`src/rtl/core/fan_curve_interpolator_defines.svh`:
```
// ----------------------------------------------------------------------------
// Fan curve interpolator assertion macros
// Shorthand for the clocked checks at the end of the top level.
// ----------------------------------------------------------------------------
`ifndef FAN_CURVE_INTERPOLATOR_DEFINES_SVH
`define FAN_CURVE_INTERPOLATOR_DEFINES_SVH

// The consequent must hold in the same cycle as the antecedent.
`define FCI_ASSERT_NOW(label, ante, cons, msg) \
  label: assert property (@(posedge clk_i) disable iff (!rst_ni) (ante) |-> (cons)) \
    else $error(msg);

// The consequent must hold in the cycle after the antecedent.
`define FCI_ASSERT_NEXT(label, ante, cons, msg) \
  label: assert property (@(posedge clk_i) disable iff (!rst_ni) (ante) |=> (cons)) \
    else $error(msg);

`endif

```
`src/rtl/core/fci_pkg.sv`:
```
// ----------------------------------------------------------------------------
// Fan curve interpolator package
// Field widths, operation and status codes, and the stored node layout.
// ----------------------------------------------------------------------------
`timescale 1ns / 1ps
`default_nettype none

package fci_pkg;

  // Field widths of the request and result.
  localparam int unsigned IDX_W   = 4;
  localparam int unsigned TEMP_W  = 10;
  localparam int unsigned SPEED_W = 14;
  localparam int unsigned QUERY_W = 16;

  // The interpolation product and the divider that consumes it.
  localparam int unsigned PROD_W    = TEMP_W + SPEED_W;
  localparam int unsigned DIV_CNT_W = $clog2(PROD_W + 1);

  // Defaults of the top-level parameters.
  localparam int unsigned MAX_NODES_DEF   = 10;
  localparam int unsigned TEMP_LIMIT_DEF  = 999;
  localparam int unsigned SPEED_LIMIT_DEF = 9999;

  // Operation codes.
  localparam logic OP_WRITE = 1'b0;
  localparam logic OP_QUERY = 1'b1;

  // Result status codes.
  typedef enum logic [1:0] {
    STATUS_OK       = 2'd0,
    STATUS_BAD_NODE = 2'd1,
    STATUS_NO_CURVE = 2'd2
  } status_e;

  // One curve node as it sits in the node memory.
  typedef struct packed {
    logic [TEMP_W-1:0]  temp;
    logic [SPEED_W-1:0] speed;
  } node_t;

endpackage

`default_nettype wire

```
`src/rtl/core/fci_node_mem.sv`:
```
// ----------------------------------------------------------------------------
// Fan curve node memory
// Single-port-write, registered-read memory holding both curve banks.
// ----------------------------------------------------------------------------
`timescale 1ns / 1ps
`default_nettype none

module fci_node_mem
  import fci_pkg::*;
#(
  parameter  int unsigned DEPTH  = 2 * MAX_NODES_DEF,
  localparam int unsigned ADDR_W = $clog2(DEPTH)
) (
  input  wire logic              clk_i,
  input  wire logic              we_i,
  input  wire logic [ADDR_W-1:0] waddr_i,
  input  wire node_t             wdata_i,
  input  wire logic [ADDR_W-1:0] raddr_i,
  output node_t                  rdata_o
);

  node_t mem_q [DEPTH];
  node_t rdata_q;

  // Write port.
  always_ff @(posedge clk_i) begin
    if (we_i) begin
      mem_q[waddr_i] <= wdata_i;
    end
  end

  // Registered read port.
  always_ff @(posedge clk_i) begin
    rdata_q <= mem_q[raddr_i];
  end

  assign rdata_o = rdata_q;

endmodule

`default_nettype wire

```
`src/rtl/core/fci_div.sv`:
```
// ----------------------------------------------------------------------------
// Fan curve divider
// Restoring divider that retires one quotient bit per cycle.
// ----------------------------------------------------------------------------
`timescale 1ns / 1ps
`default_nettype none

module fci_div
  import fci_pkg::*;
(
  input  wire logic              clk_i,
  input  wire logic              rst_ni,
  input  wire logic              start_i,
  input  wire logic [PROD_W-1:0] dividend_i,
  input  wire logic [TEMP_W-1:0] divisor_i,
  output logic                   done_o,
  output logic [PROD_W-1:0]      quotient_o
);

  logic                 busy_q;
  logic                 done_q;
  logic [DIV_CNT_W-1:0] cnt_q;
  logic [TEMP_W-1:0]    rem_q;
  logic [PROD_W-1:0]    quo_q;
  logic [TEMP_W-1:0]    dvs_q;

  logic [TEMP_W:0]      rem_sh;
  logic [TEMP_W:0]      rem_sub;
  logic                 fits;

  // One restoring step: shift in the next dividend bit and try to subtract.
  always_comb begin
    rem_sh  = {rem_q, quo_q[PROD_W-1]};
    fits    = (rem_sh >= {1'b0, dvs_q});
    rem_sub = rem_sh - {1'b0, dvs_q};
  end

  // Control: bit counter and completion pulse.
  always_ff @(posedge clk_i or negedge rst_ni) begin
    if (!rst_ni) begin
      busy_q <= 1'b0;
      done_q <= 1'b0;
      cnt_q  <= '0;
    end else begin
      done_q <= 1'b0;
      if (start_i) begin
        busy_q <= 1'b1;
        cnt_q  <= DIV_CNT_W'(PROD_W);
      end else if (busy_q) begin
        cnt_q <= cnt_q - DIV_CNT_W'(1);
        if (cnt_q == DIV_CNT_W'(1)) begin
          busy_q <= 1'b0;
          done_q <= 1'b1;
        end
      end
    end
  end

  // Datapath: the quotient shifts in where the dividend shifts out.
  always_ff @(posedge clk_i) begin
    if (start_i) begin
      rem_q <= '0;
      quo_q <= dividend_i;
      dvs_q <= divisor_i;
    end else if (busy_q) begin
      rem_q <= fits ? rem_sub[TEMP_W-1:0] : rem_sh[TEMP_W-1:0];
      quo_q <= {quo_q[PROD_W-2:0], fits};
    end
  end

  assign done_o     = done_q;
  assign quotient_o = quo_q;

endmodule

`default_nettype wire

```
`src/rtl/core/fan_curve_interpolator.sv`:
```
// ----------------------------------------------------------------------------
// Fan curve interpolator
// A node write goes from the idle state through S_OUT to the output register.
// A query without a curve does the same. A query with a curve reads the active
// bank from the node memory one node per cycle until it finds its segment. A
// clamp or an exact node hit then goes through S_OUT. A point between two nodes
// adds a multiply step and a restoring divide of 24 quotient bits. One request
// is in work at a time. A finished result waits in the output register while
// the next request is taken, in the same cycle that the result shows. The node
// memory needs no clearing after reset.
// ----------------------------------------------------------------------------
`timescale 1ns / 1ps
`default_nettype none

`include "fan_curve_interpolator_defines.svh"

module fan_curve_interpolator
  import fci_pkg::*;
#(
  parameter int unsigned MAX_NODES   = MAX_NODES_DEF,
  parameter int unsigned TEMP_LIMIT  = TEMP_LIMIT_DEF,
  parameter int unsigned SPEED_LIMIT = SPEED_LIMIT_DEF
) (
  input  wire logic               clk_i,
  input  wire logic               rst_ni,
  input  wire logic               in_valid_i,
  output logic                    in_stall_o,
  input  wire logic               operation_i,
  input  wire logic [IDX_W-1:0]   node_index_i,
  input  wire logic [TEMP_W-1:0]  bp_temp_i,
  input  wire logic [SPEED_W-1:0] bp_speed_i,
  input  wire logic               last_node_i,
  input  wire logic [QUERY_W-1:0] query_temp_i,
  output logic                    out_valid_o,
  input  wire logic               out_stall_i,
  output logic [SPEED_W-1:0]      target_speed_o,
  output logic [1:0]              status_o
);

  localparam int unsigned DEPTH  = 2 * MAX_NODES;
  localparam int unsigned ADDR_W = $clog2(DEPTH);
  localparam int unsigned CNT_W  = $clog2(MAX_NODES + 1);
  localparam int unsigned CMP_W  = (CNT_W > IDX_W) ? CNT_W : IDX_W;

  localparam logic [2:0] S_IDLE = 3'd0;
  localparam logic [2:0] S_SCAN = 3'd1;
  localparam logic [2:0] S_MUL  = 3'd2;
  localparam logic [2:0] S_DIV  = 3'd3;
  localparam logic [2:0] S_OUT  = 3'd4;

  // Control state.
  logic [2:0]         state_q, state_d;
  logic [CNT_W-1:0]   idx_q, idx_d;
  logic               active_bank_q, active_bank_d;
  logic [CNT_W-1:0]   active_size_q, active_size_d;
  logic [CNT_W-1:0]   load_count_q, load_count_d;
  logic [TEMP_W-1:0]  prev_temp_q, prev_temp_d;
  logic [SPEED_W-1:0] prev_speed_q, prev_speed_d;
  logic               out_valid_q, out_valid_d;

  // Payload registers.
  logic [QUERY_W-1:0] qry_q, qry_d;
  logic [TEMP_W-1:0]  seg_t_q, seg_t_d;
  logic [SPEED_W-1:0] seg_s_q, seg_s_d;
  logic [TEMP_W-1:0]  diff_q, diff_d;
  logic [TEMP_W-1:0]  dx_q, dx_d;
  logic [SPEED_W-1:0] dy_q, dy_d;
  logic [SPEED_W-1:0] res_speed_q, res_speed_d;
  status_e            res_status_q, res_status_d;
  logic [SPEED_W-1:0] out_speed_q, out_speed_d;
  status_e            out_status_q, out_status_d;

  // Memory and divider connections.
  logic               mem_we;
  logic [ADDR_W-1:0]  mem_waddr;
  node_t              mem_wdata;
  logic [ADDR_W-1:0]  mem_raddr;
  node_t              mem_rdata;
  logic [CNT_W-1:0]   rd_idx;
  logic               div_start;
  logic [PROD_W-1:0]  div_dividend;
  logic               div_done;
  logic [PROD_W-1:0]  div_quotient;

  // Write checks.
  logic               in_accept;
  logic               idx_zero;
  logic [CNT_W-1:0]   expect_idx;
  logic               node_bad;
  logic               out_free;

  fci_node_mem #(
    .DEPTH (DEPTH)
  ) u_node_mem (
    .clk_i   (clk_i),
    .we_i    (mem_we),
    .waddr_i (mem_waddr),
    .wdata_i (mem_wdata),
    .raddr_i (mem_raddr),
    .rdata_o (mem_rdata)
  );

  fci_div u_div (
    .clk_i      (clk_i),
    .rst_ni     (rst_ni),
    .start_i    (div_start),
    .dividend_i (div_dividend),
    .divisor_i  (dx_q),
    .done_o     (div_done),
    .quotient_o (div_quotient)
  );

  assign in_accept = in_valid_i && (state_q == S_IDLE);
  assign in_stall_o = (state_q != S_IDLE);
  assign out_free = !out_valid_q || !out_stall_i;

  // Node checks for a write request.
  always_comb begin
    idx_zero   = (node_index_i == '0);
    expect_idx = idx_zero ? '0 : load_count_q;
    node_bad   = (CMP_W'(node_index_i) >= CMP_W'(MAX_NODES)) ||
                 (CMP_W'(node_index_i) != CMP_W'(expect_idx)) ||
                 (bp_temp_i > TEMP_W'(TEMP_LIMIT)) ||
                 (bp_speed_i > SPEED_W'(SPEED_LIMIT)) ||
                 (!idx_zero && ((bp_temp_i <= prev_temp_q) ||
                                (bp_speed_i < prev_speed_q)));
  end

  // Memory write goes to the inactive bank.
  always_comb begin
    mem_we          = in_accept && (operation_i == OP_WRITE) && !node_bad;
    mem_waddr       = active_bank_q ? ADDR_W'(node_index_i)
                                    : ADDR_W'(MAX_NODES) + ADDR_W'(node_index_i);
    mem_wdata.temp  = bp_temp_i;
    mem_wdata.speed = bp_speed_i;
  end

  // The read address runs one node ahead of the node being examined.
  always_comb begin
    if (state_q == S_IDLE) begin
      rd_idx = '0;
    end else if ((idx_q + CNT_W'(1)) < active_size_q) begin
      rd_idx = idx_q + CNT_W'(1);
    end else begin
      rd_idx = idx_q;
    end
    mem_raddr = active_bank_q ? ADDR_W'(MAX_NODES) + ADDR_W'(rd_idx) : ADDR_W'(rd_idx);
  end

  // Interpolation product feeds the divider straight from registers.
  assign div_start    = (state_q == S_MUL);
  assign div_dividend = PROD_W'(diff_q) * PROD_W'(dy_q);

  // Sequencer: write handling, segment scan, divide and result hand-off.
  always_comb begin
    state_d       = state_q;
    idx_d         = idx_q;
    active_bank_d = active_bank_q;
    active_size_d = active_size_q;
    load_count_d  = load_count_q;
    prev_temp_d   = prev_temp_q;
    prev_speed_d  = prev_speed_q;
    qry_d         = qry_q;
    seg_t_d       = seg_t_q;
    seg_s_d       = seg_s_q;
    diff_d        = diff_q;
    dx_d          = dx_q;
    dy_d          = dy_q;
    res_speed_d   = res_speed_q;
    res_status_d  = res_status_q;
    out_valid_d   = out_valid_q && out_stall_i;
    out_speed_d   = out_speed_q;
    out_status_d  = out_status_q;

    unique case (state_q)
      S_IDLE: begin
        if (in_accept) begin
          qry_d       = query_temp_i;
          idx_d       = '0;
          res_speed_d = '0;
          if (operation_i == OP_WRITE) begin
            state_d = S_OUT;
            if (node_bad) begin
              res_status_d = STATUS_BAD_NODE;
              load_count_d = '0;
            end else begin
              res_status_d = STATUS_OK;
              prev_temp_d  = bp_temp_i;
              prev_speed_d = bp_speed_i;
              load_count_d = CNT_W'(node_index_i) + CNT_W'(1);
              if (last_node_i) begin
                active_bank_d = !active_bank_q;
                active_size_d = CNT_W'(node_index_i) + CNT_W'(1);
                load_count_d  = '0;
              end
            end
          end else if (active_size_q == '0) begin
            res_status_d = STATUS_NO_CURVE;
            state_d      = S_OUT;
          end else begin
            res_status_d = STATUS_OK;
            state_d      = S_SCAN;
          end
        end
      end

      S_SCAN: begin
        seg_t_d = mem_rdata.temp;
        seg_s_d = mem_rdata.speed;
        idx_d   = idx_q + CNT_W'(1);
        if (idx_q == '0) begin
          // Clamp at or below the first node, or a single-node curve.
          if ((qry_q <= QUERY_W'(mem_rdata.temp)) || (active_size_q == CNT_W'(1))) begin
            res_speed_d = mem_rdata.speed;
            state_d     = S_OUT;
          end
        end else if (qry_q < QUERY_W'(mem_rdata.temp)) begin
          if (qry_q == QUERY_W'(seg_t_q)) begin
            res_speed_d = seg_s_q;
            state_d     = S_OUT;
          end else begin
            diff_d      = qry_q[TEMP_W-1:0] - seg_t_q;
            dx_d        = mem_rdata.temp - seg_t_q;
            dy_d        = (mem_rdata.speed >= seg_s_q) ? mem_rdata.speed - seg_s_q : '0;
            res_speed_d = seg_s_q;
            state_d     = S_MUL;
          end
        end else if (idx_q == active_size_q - CNT_W'(1)) begin
          // Clamp at or above the last node.
          res_speed_d = mem_rdata.speed;
          state_d     = S_OUT;
        end
      end

      S_MUL: begin
        state_d = S_DIV;
      end

      S_DIV: begin
        if (div_done) begin
          res_speed_d = res_speed_q + div_quotient[SPEED_W-1:0];
          state_d     = S_OUT;
        end
      end

      S_OUT: begin
        if (out_free) begin
          out_valid_d  = 1'b1;
          out_speed_d  = res_speed_q;
          out_status_d = res_status_q;
          state_d      = S_IDLE;
        end
      end

      default: begin
        state_d = S_IDLE;
      end
    endcase
  end

  // Control registers.
  always_ff @(posedge clk_i or negedge rst_ni) begin
    if (!rst_ni) begin
      state_q       <= S_IDLE;
      idx_q         <= '0;
      active_bank_q <= 1'b0;
      active_size_q <= '0;
      load_count_q  <= '0;
      prev_temp_q   <= '0;
      prev_speed_q  <= '0;
      out_valid_q   <= 1'b0;
    end else begin
      state_q       <= state_d;
      idx_q         <= idx_d;
      active_bank_q <= active_bank_d;
      active_size_q <= active_size_d;
      load_count_q  <= load_count_d;
      prev_temp_q   <= prev_temp_d;
      prev_speed_q  <= prev_speed_d;
      out_valid_q   <= out_valid_d;
    end
  end

  // Payload registers.
  always_ff @(posedge clk_i) begin
    qry_q        <= qry_d;
    seg_t_q      <= seg_t_d;
    seg_s_q      <= seg_s_d;
    diff_q       <= diff_d;
    dx_q         <= dx_d;
    dy_q         <= dy_d;
    res_speed_q  <= res_speed_d;
    res_status_q <= res_status_d;
    out_speed_q  <= out_speed_d;
    out_status_q <= out_status_d;
  end

  assign out_valid_o    = out_valid_q;
  assign target_speed_o = out_speed_q;
  assign status_o       = out_status_q;

  // Checks on the sequencer and the result.
  `FCI_ASSERT_NEXT(a_one_in_work, in_valid_i && !in_stall_o, in_stall_o, "request taken while busy")
  `FCI_ASSERT_NOW(a_err_zero, out_valid_o && (status_o != STATUS_OK), target_speed_o == '0, "error result carries a speed")
  `FCI_ASSERT_NOW(a_size_bound, 1'b1, active_size_q <= CNT_W'(MAX_NODES), "curve size out of range")
  `FCI_ASSERT_NOW(a_div_owner, div_done, state_q == S_DIV, "divider finished outside the divide step")

endmodule

`default_nettype wire

```
`config.mk`:
```
export PLATFORM = sky130hd
export DESIGN_NAME = fan_curve_interpolator
export DESIGN_NICKNAME = d
export VERILOG_FILES = /design/src/rtl/core/fci_pkg.sv /design/src/rtl/core/fci_node_mem.sv /design/src/rtl/core/fci_div.sv /design/src/rtl/core/fan_curve_interpolator.sv
export VERILOG_INCLUDE_DIRS = /design/src /design/src/rtl/core
export SDC_FILE = /design/constraint.sdc
export NUM_CORES = 1
export LEC_CHECK = 0
export ABC_AREA = 1
export ABC_CLOCK_PERIOD_IN_PS = 11600
export BUFFER_PORTS_ARGS = -buffer_cell sky130_fd_sc_hd__buf_2
export CORE_MARGIN = 8
export CORE_UTILIZATION = 45
export CTS_CLUSTER_SIZE = 30
export DETAILED_ROUTE_END_ITERATION = 6
export GPL_ROUTABILITY_DRIVEN = 0
export SYNTH_ARGS = -nofsm -noshare
export SYNTH_HDL_FRONTEND = slang
export SYNTH_SLANG_ARGS = --single-unit
```
`constraint.sdc`:
```
create_clock -name clk_i -period 11.6 [get_ports clk_i]
set_clock_uncertainty 0.05 [all_clocks]
set_input_delay 0.58 -clock clk_i [delete_from_list [all_inputs] [get_ports clk_i]]
set_output_delay 0.58 -clock clk_i [all_outputs]
set_load 0.1 [all_outputs]
```
==> summary.md <==
| Metric | Value |
|---|---|
| Commonest non-fill, non-tap cell in the layout | `nand2_1` |
| CTS Hold Bufs | `0` |
| Top FF cell, synth | `edfxtp_1` |
| Port buffer count | `67` |
| # IOs | `a little under 70` |
| Worst setup EP type | `register` |
| Simple-gate share of the synthesized area | `0.198` |
| CP dominant cell by count | `fa_1` |
| Most frequent cells in the layout | `1195 x nand2_1, 620 x edfxtp_1, 413 x inv_1, 190 x nand4_1, 163 x ha_1` |
| Cell count after synthesis | `between 3000 and 4000` |
| Die X-Extent | `303 um` |
| CTS Buffer Depth | `3` |
| Cell Chain, Critical Path | `nand2_1, fa_1, inv_1, fa_1, ha_1, fa_1, inv_1, fa_1, inv_1, ha_1, a21oi_1, a21boi_0, o21ai_0, a21oi_1, xor2_1, o21ai_0` |
| Power, Total | `a little under 7000 uW` |
| Area grow syn2layout | `10.5%` |
| Max-Cap Viols | `0` |
| Worst-Skew Late Latency | `roughly 0.65 ns` |
| XOR/XNOR Fraction of Synth Area | `0.0158` |
| Max FO, Critical Path | `14` |
| Root Buffer | `clkbuf_16` |
| Main combinational cell family by area after synthesis | `simple AND/OR/NAND/NOR gates` |
| Detailed placement HPWL | `just under 60000 um` |
| Pin count of the biggest net entering global routing | `between 90 and 100` |
| Fin. max-slew vios | `0` |
| Worst Path Required | `roughly 12 ns` |
| Syn avg cell area | `9.93 sq um` |
| Syn Nets | `~4100` |
| DRT Wirelength | `roughly 97000 um` |
| Met3 WL post-DR | `5370 um` |
| Multi-input gate area | `14400 sq um` |
| RSZ-0062 raised after global routing | `no` |
| GRT overflow | `0` |
| Vias | `26100` |
| Postcts setup bufs | `0` |
| Time the worst path needs with I/O delays and setup | `between 5 and 6 ns` |
| Setup TNS Final | `0 ns` |
| Yosys top cell area share | `0.501` |
| Final hold violations | `0` |
| Core Area | `81800 sq um` |
| Max layer used | `met4` |
| Global-route wire length before repair | `150000 um` |
| Status | `complete, no violations` |
| Post-route clock period utilization | `0.477` |
| Clock-pin slew on the worst setup and hold paths | `approximately 0.06 ns` |
| Drt drc | `0` |
| Vias in the first global route | `~26000` |
| Synth top area cells | `edfxtp_1 50%, nand2_1 12%, ha_1 5.5%, fa_1 5.3%, inv_1 4.2%` |
| Largest area contributor in the netlist | `edfxtp_1` |
| Register area | `20500 sq um` |
| Asr flop ratio synth | `0.0684` |
| Std cell rows | `about 110` |
| Die area | `92000 sq um` |
| Crit-path max cell delay | `around 0.65 ns` |
| # diodes | `0` |
| Crit path buf inv count | `3` |
| CTS tree | `built` |
| Number of synthesized flops with an enable pin | `620` |
| Worst Hold Class | `primary input to asynchronous set/reset pin` |
| Clk sinks | `between 700 and 800` |
| Post-synth cell types | `52` |
| GRT Overall Usage | `0.211` |
| Leak | `0.0179 uW` |
| Worst Path Arrival | `between 5 and 6 ns` |
| Synth Area in Compound Gates | `0.0538` |
| CP startpoint kind | `register` |
| Post-Synth Adder-Cell Area | `0.108` |
| Final setup margin | `between 6 and 7 ns` |
| Starting Density | `0.454` |
| Synthesized area | `around 37000 sq um` |
| Mux contribution to synthesized area | `0.00697` |
| Max VDD drop | `roughly 0.00013 V` |
| Number of fill cells | `about 7500` |
| TritonCTS Buffers | `between 70 and 80` |
| R2r setup slk | `6.06 ns` |
| Slowest CP cell | `edfxtp_1` |
| Vertical die dimension | `just over 300 um` |
| Met1 wire length | `approximately 42000 um` |
| 1st-iter DRT viols | `approximately 2100` |
| Synth warn | `0` |
| Final nets | `4066` |
| Worst-Margin Slew | `1.15 ns` |
| Top Family by Delay on Critical Path | `adder cells` |
| Final setup viols | `0` |
| Critical path type | `register to register` |
| Slew margin rel. | `0.230` |
| Power Density | `between 150 and 200 nW/um^2` |
| Initial antenna violation count | `2` |
| H-tree depth | `3` |
| Post-DR wirelength/cell | `19.8 um` |
| Seq/Total Area, Yosys | `0.552` |
| Layout cells sized above 1 | `0.0768` |
| PostCTS Resize Cnt | `0` |
| Pre-CTS WS | `between 6 and 7 ns` |
| Achievable Freq | `roughly 180 MHz` |
| DRT antenna net count | `0` |
| First-pass DRT Iterations | `5` |
| Flops & latches, synth | `around 700` |
| Drt via density | `5.35` |
| Met2 routed wirelength | `around 45000 um` |
[synth_stat cells (3+ instances only)]
master and number:
nand2_2 4, o21bai_1 7, mux2_1 7, buf_6 4
nand3_1 132, inv_2 3, a21oi_1 111, nand3_2 3
nand2_1 1197, mux2_2 16, ha_1 163, buf_1 5
dfrtp_1 48, edfxtp_1 620, a211oi_1 28, o21ai_1 38
inv_1 413, dfxtp_1 34, nand4_1 190, nor2_1 157
nor3_1 32, xnor2_1 28, clkbuf_1 66, o2111ai_1 3
fa_1 99, or2_2 11, a21o_1 8, o21ai_2 3
nor2_2 4, buf_4 29, buf_2 70, xor2_1 37
a21boi_0 5, o211ai_1 7, o22ai_1 10, o21ai_0 127
[power by group]
group	switching, uW	internal [uW]	total [uW]
clock network	1040	1450	2490
registers	83.2	2900	2980
logic	1060	365	1420
[path summary, 6_finish.rpt]
kind	startpoint	end	cells past startpoint
min in group clk_i	query_temp_i[10]	qry_q[10]$_DFFE_PP_	1
hold / removal	rst_ni	prev_speed_q[9]$_DFFE_PN0P_	2
setup / recovery	diff_q[3]$_DFFE_PP_	u_div.quotient_o[13]$_DFFE_PP_	16
setup reg to reg	diff_q[3]$_DFFE_PP_	u_div.quotient_o[13]$_DFFE_PP_	16
hold reg to reg	dx_q[9]$_DFFE_PP_	u_div.dvs_q[9]$_DFFE_PP_	0
max in group asynchronous	rst_ni	u_div.done_o$_DFF_PN0_	2
[through the flow]
step | std cells | cell area (sq um) | utilization | hold slack [ns]
floorplan | 3741 | 37100 | - | 0.234
global placement | 4744 | 38400 | 0.469 | 0.353
detailed placement | 4744 | 38400 | 0.469 | 0.355
CTS | 4886 | 41000 | 0.501 | 0.00577
global route | 4886 | 41000 | 0.501 | 0.0310
finish | 4886 | 41000 | 0.501 | 0.0213
[worst reg2reg max path: stages (launching register included)]
cell and delay [ns]:
edfxtp_1 0.65, nand2_1 0.18, fa_1 0.56, inv_1 0.05
fa_1 0.46, ha_1 0.33, fa_1 0.53, inv_1 0.05
fa_1 0.52, inv_1 0.04, ha_1 0.34, a21oi_1 0.25
a21boi_0 0.40, o21ai_0 0.29, a21oi_1 0.24, xor2_1 0.24
o21ai_0 0.10
[layer usage]
metal  vias up  GRT usage
met5         -          0
met4         0     0.0793
met3       190     0.0307
met2       757      0.348
met1     12600      0.282
li1      12600          -
[cells by family after synthesis]
| group | count (synthesis) |
|---|---|
| buffers and inverters | 591 |
| xor gates and xnor gates | 66 |
| and+or+nand+nor | 1740 |
| DFF | 702 |
| AOI/OAI and AO/OA | 357 |
| muxes | 23 |
| adders and majority gates | 262 |
[layout make-up]
| type | instances | share of cell area |
|---|---|---|
| inverters | 417 | 0.0381 |
| clock inverters | 32 | 0.0110 |
| flip-flops and latches | 702 | 0.500 |
| repair buffers | 107 | 0.0155 |
| clock buffers | 110 | 0.0525 |
| well taps | 1070 | 0.0326 |
| multi-input cells | 2448 | 0.351 |
[registers in the layout, indices dropped and copies added (netlist names), 2 cells and up]
signal	flops
seg_t_q	10
dx_q	10
seg_s_q	14
status_o	2
load_count_q	4
res_speed_q	14
res_status_q	2
u_node_mem.rdata_o	24
u_div.cnt_q	5
prev_speed_q	14
target_speed_o	14
qry_q	16
state_q	3
u_div.quotient_o	24
diff_q	10
u_div.rem_q	10
u_div.dvs_q	10
idx_q	4
u_node_mem.mem_q	480
active_size_q	4
prev_temp_q	10
dy_q	14
Note: power is estimated with default switching activity, not from simulation.
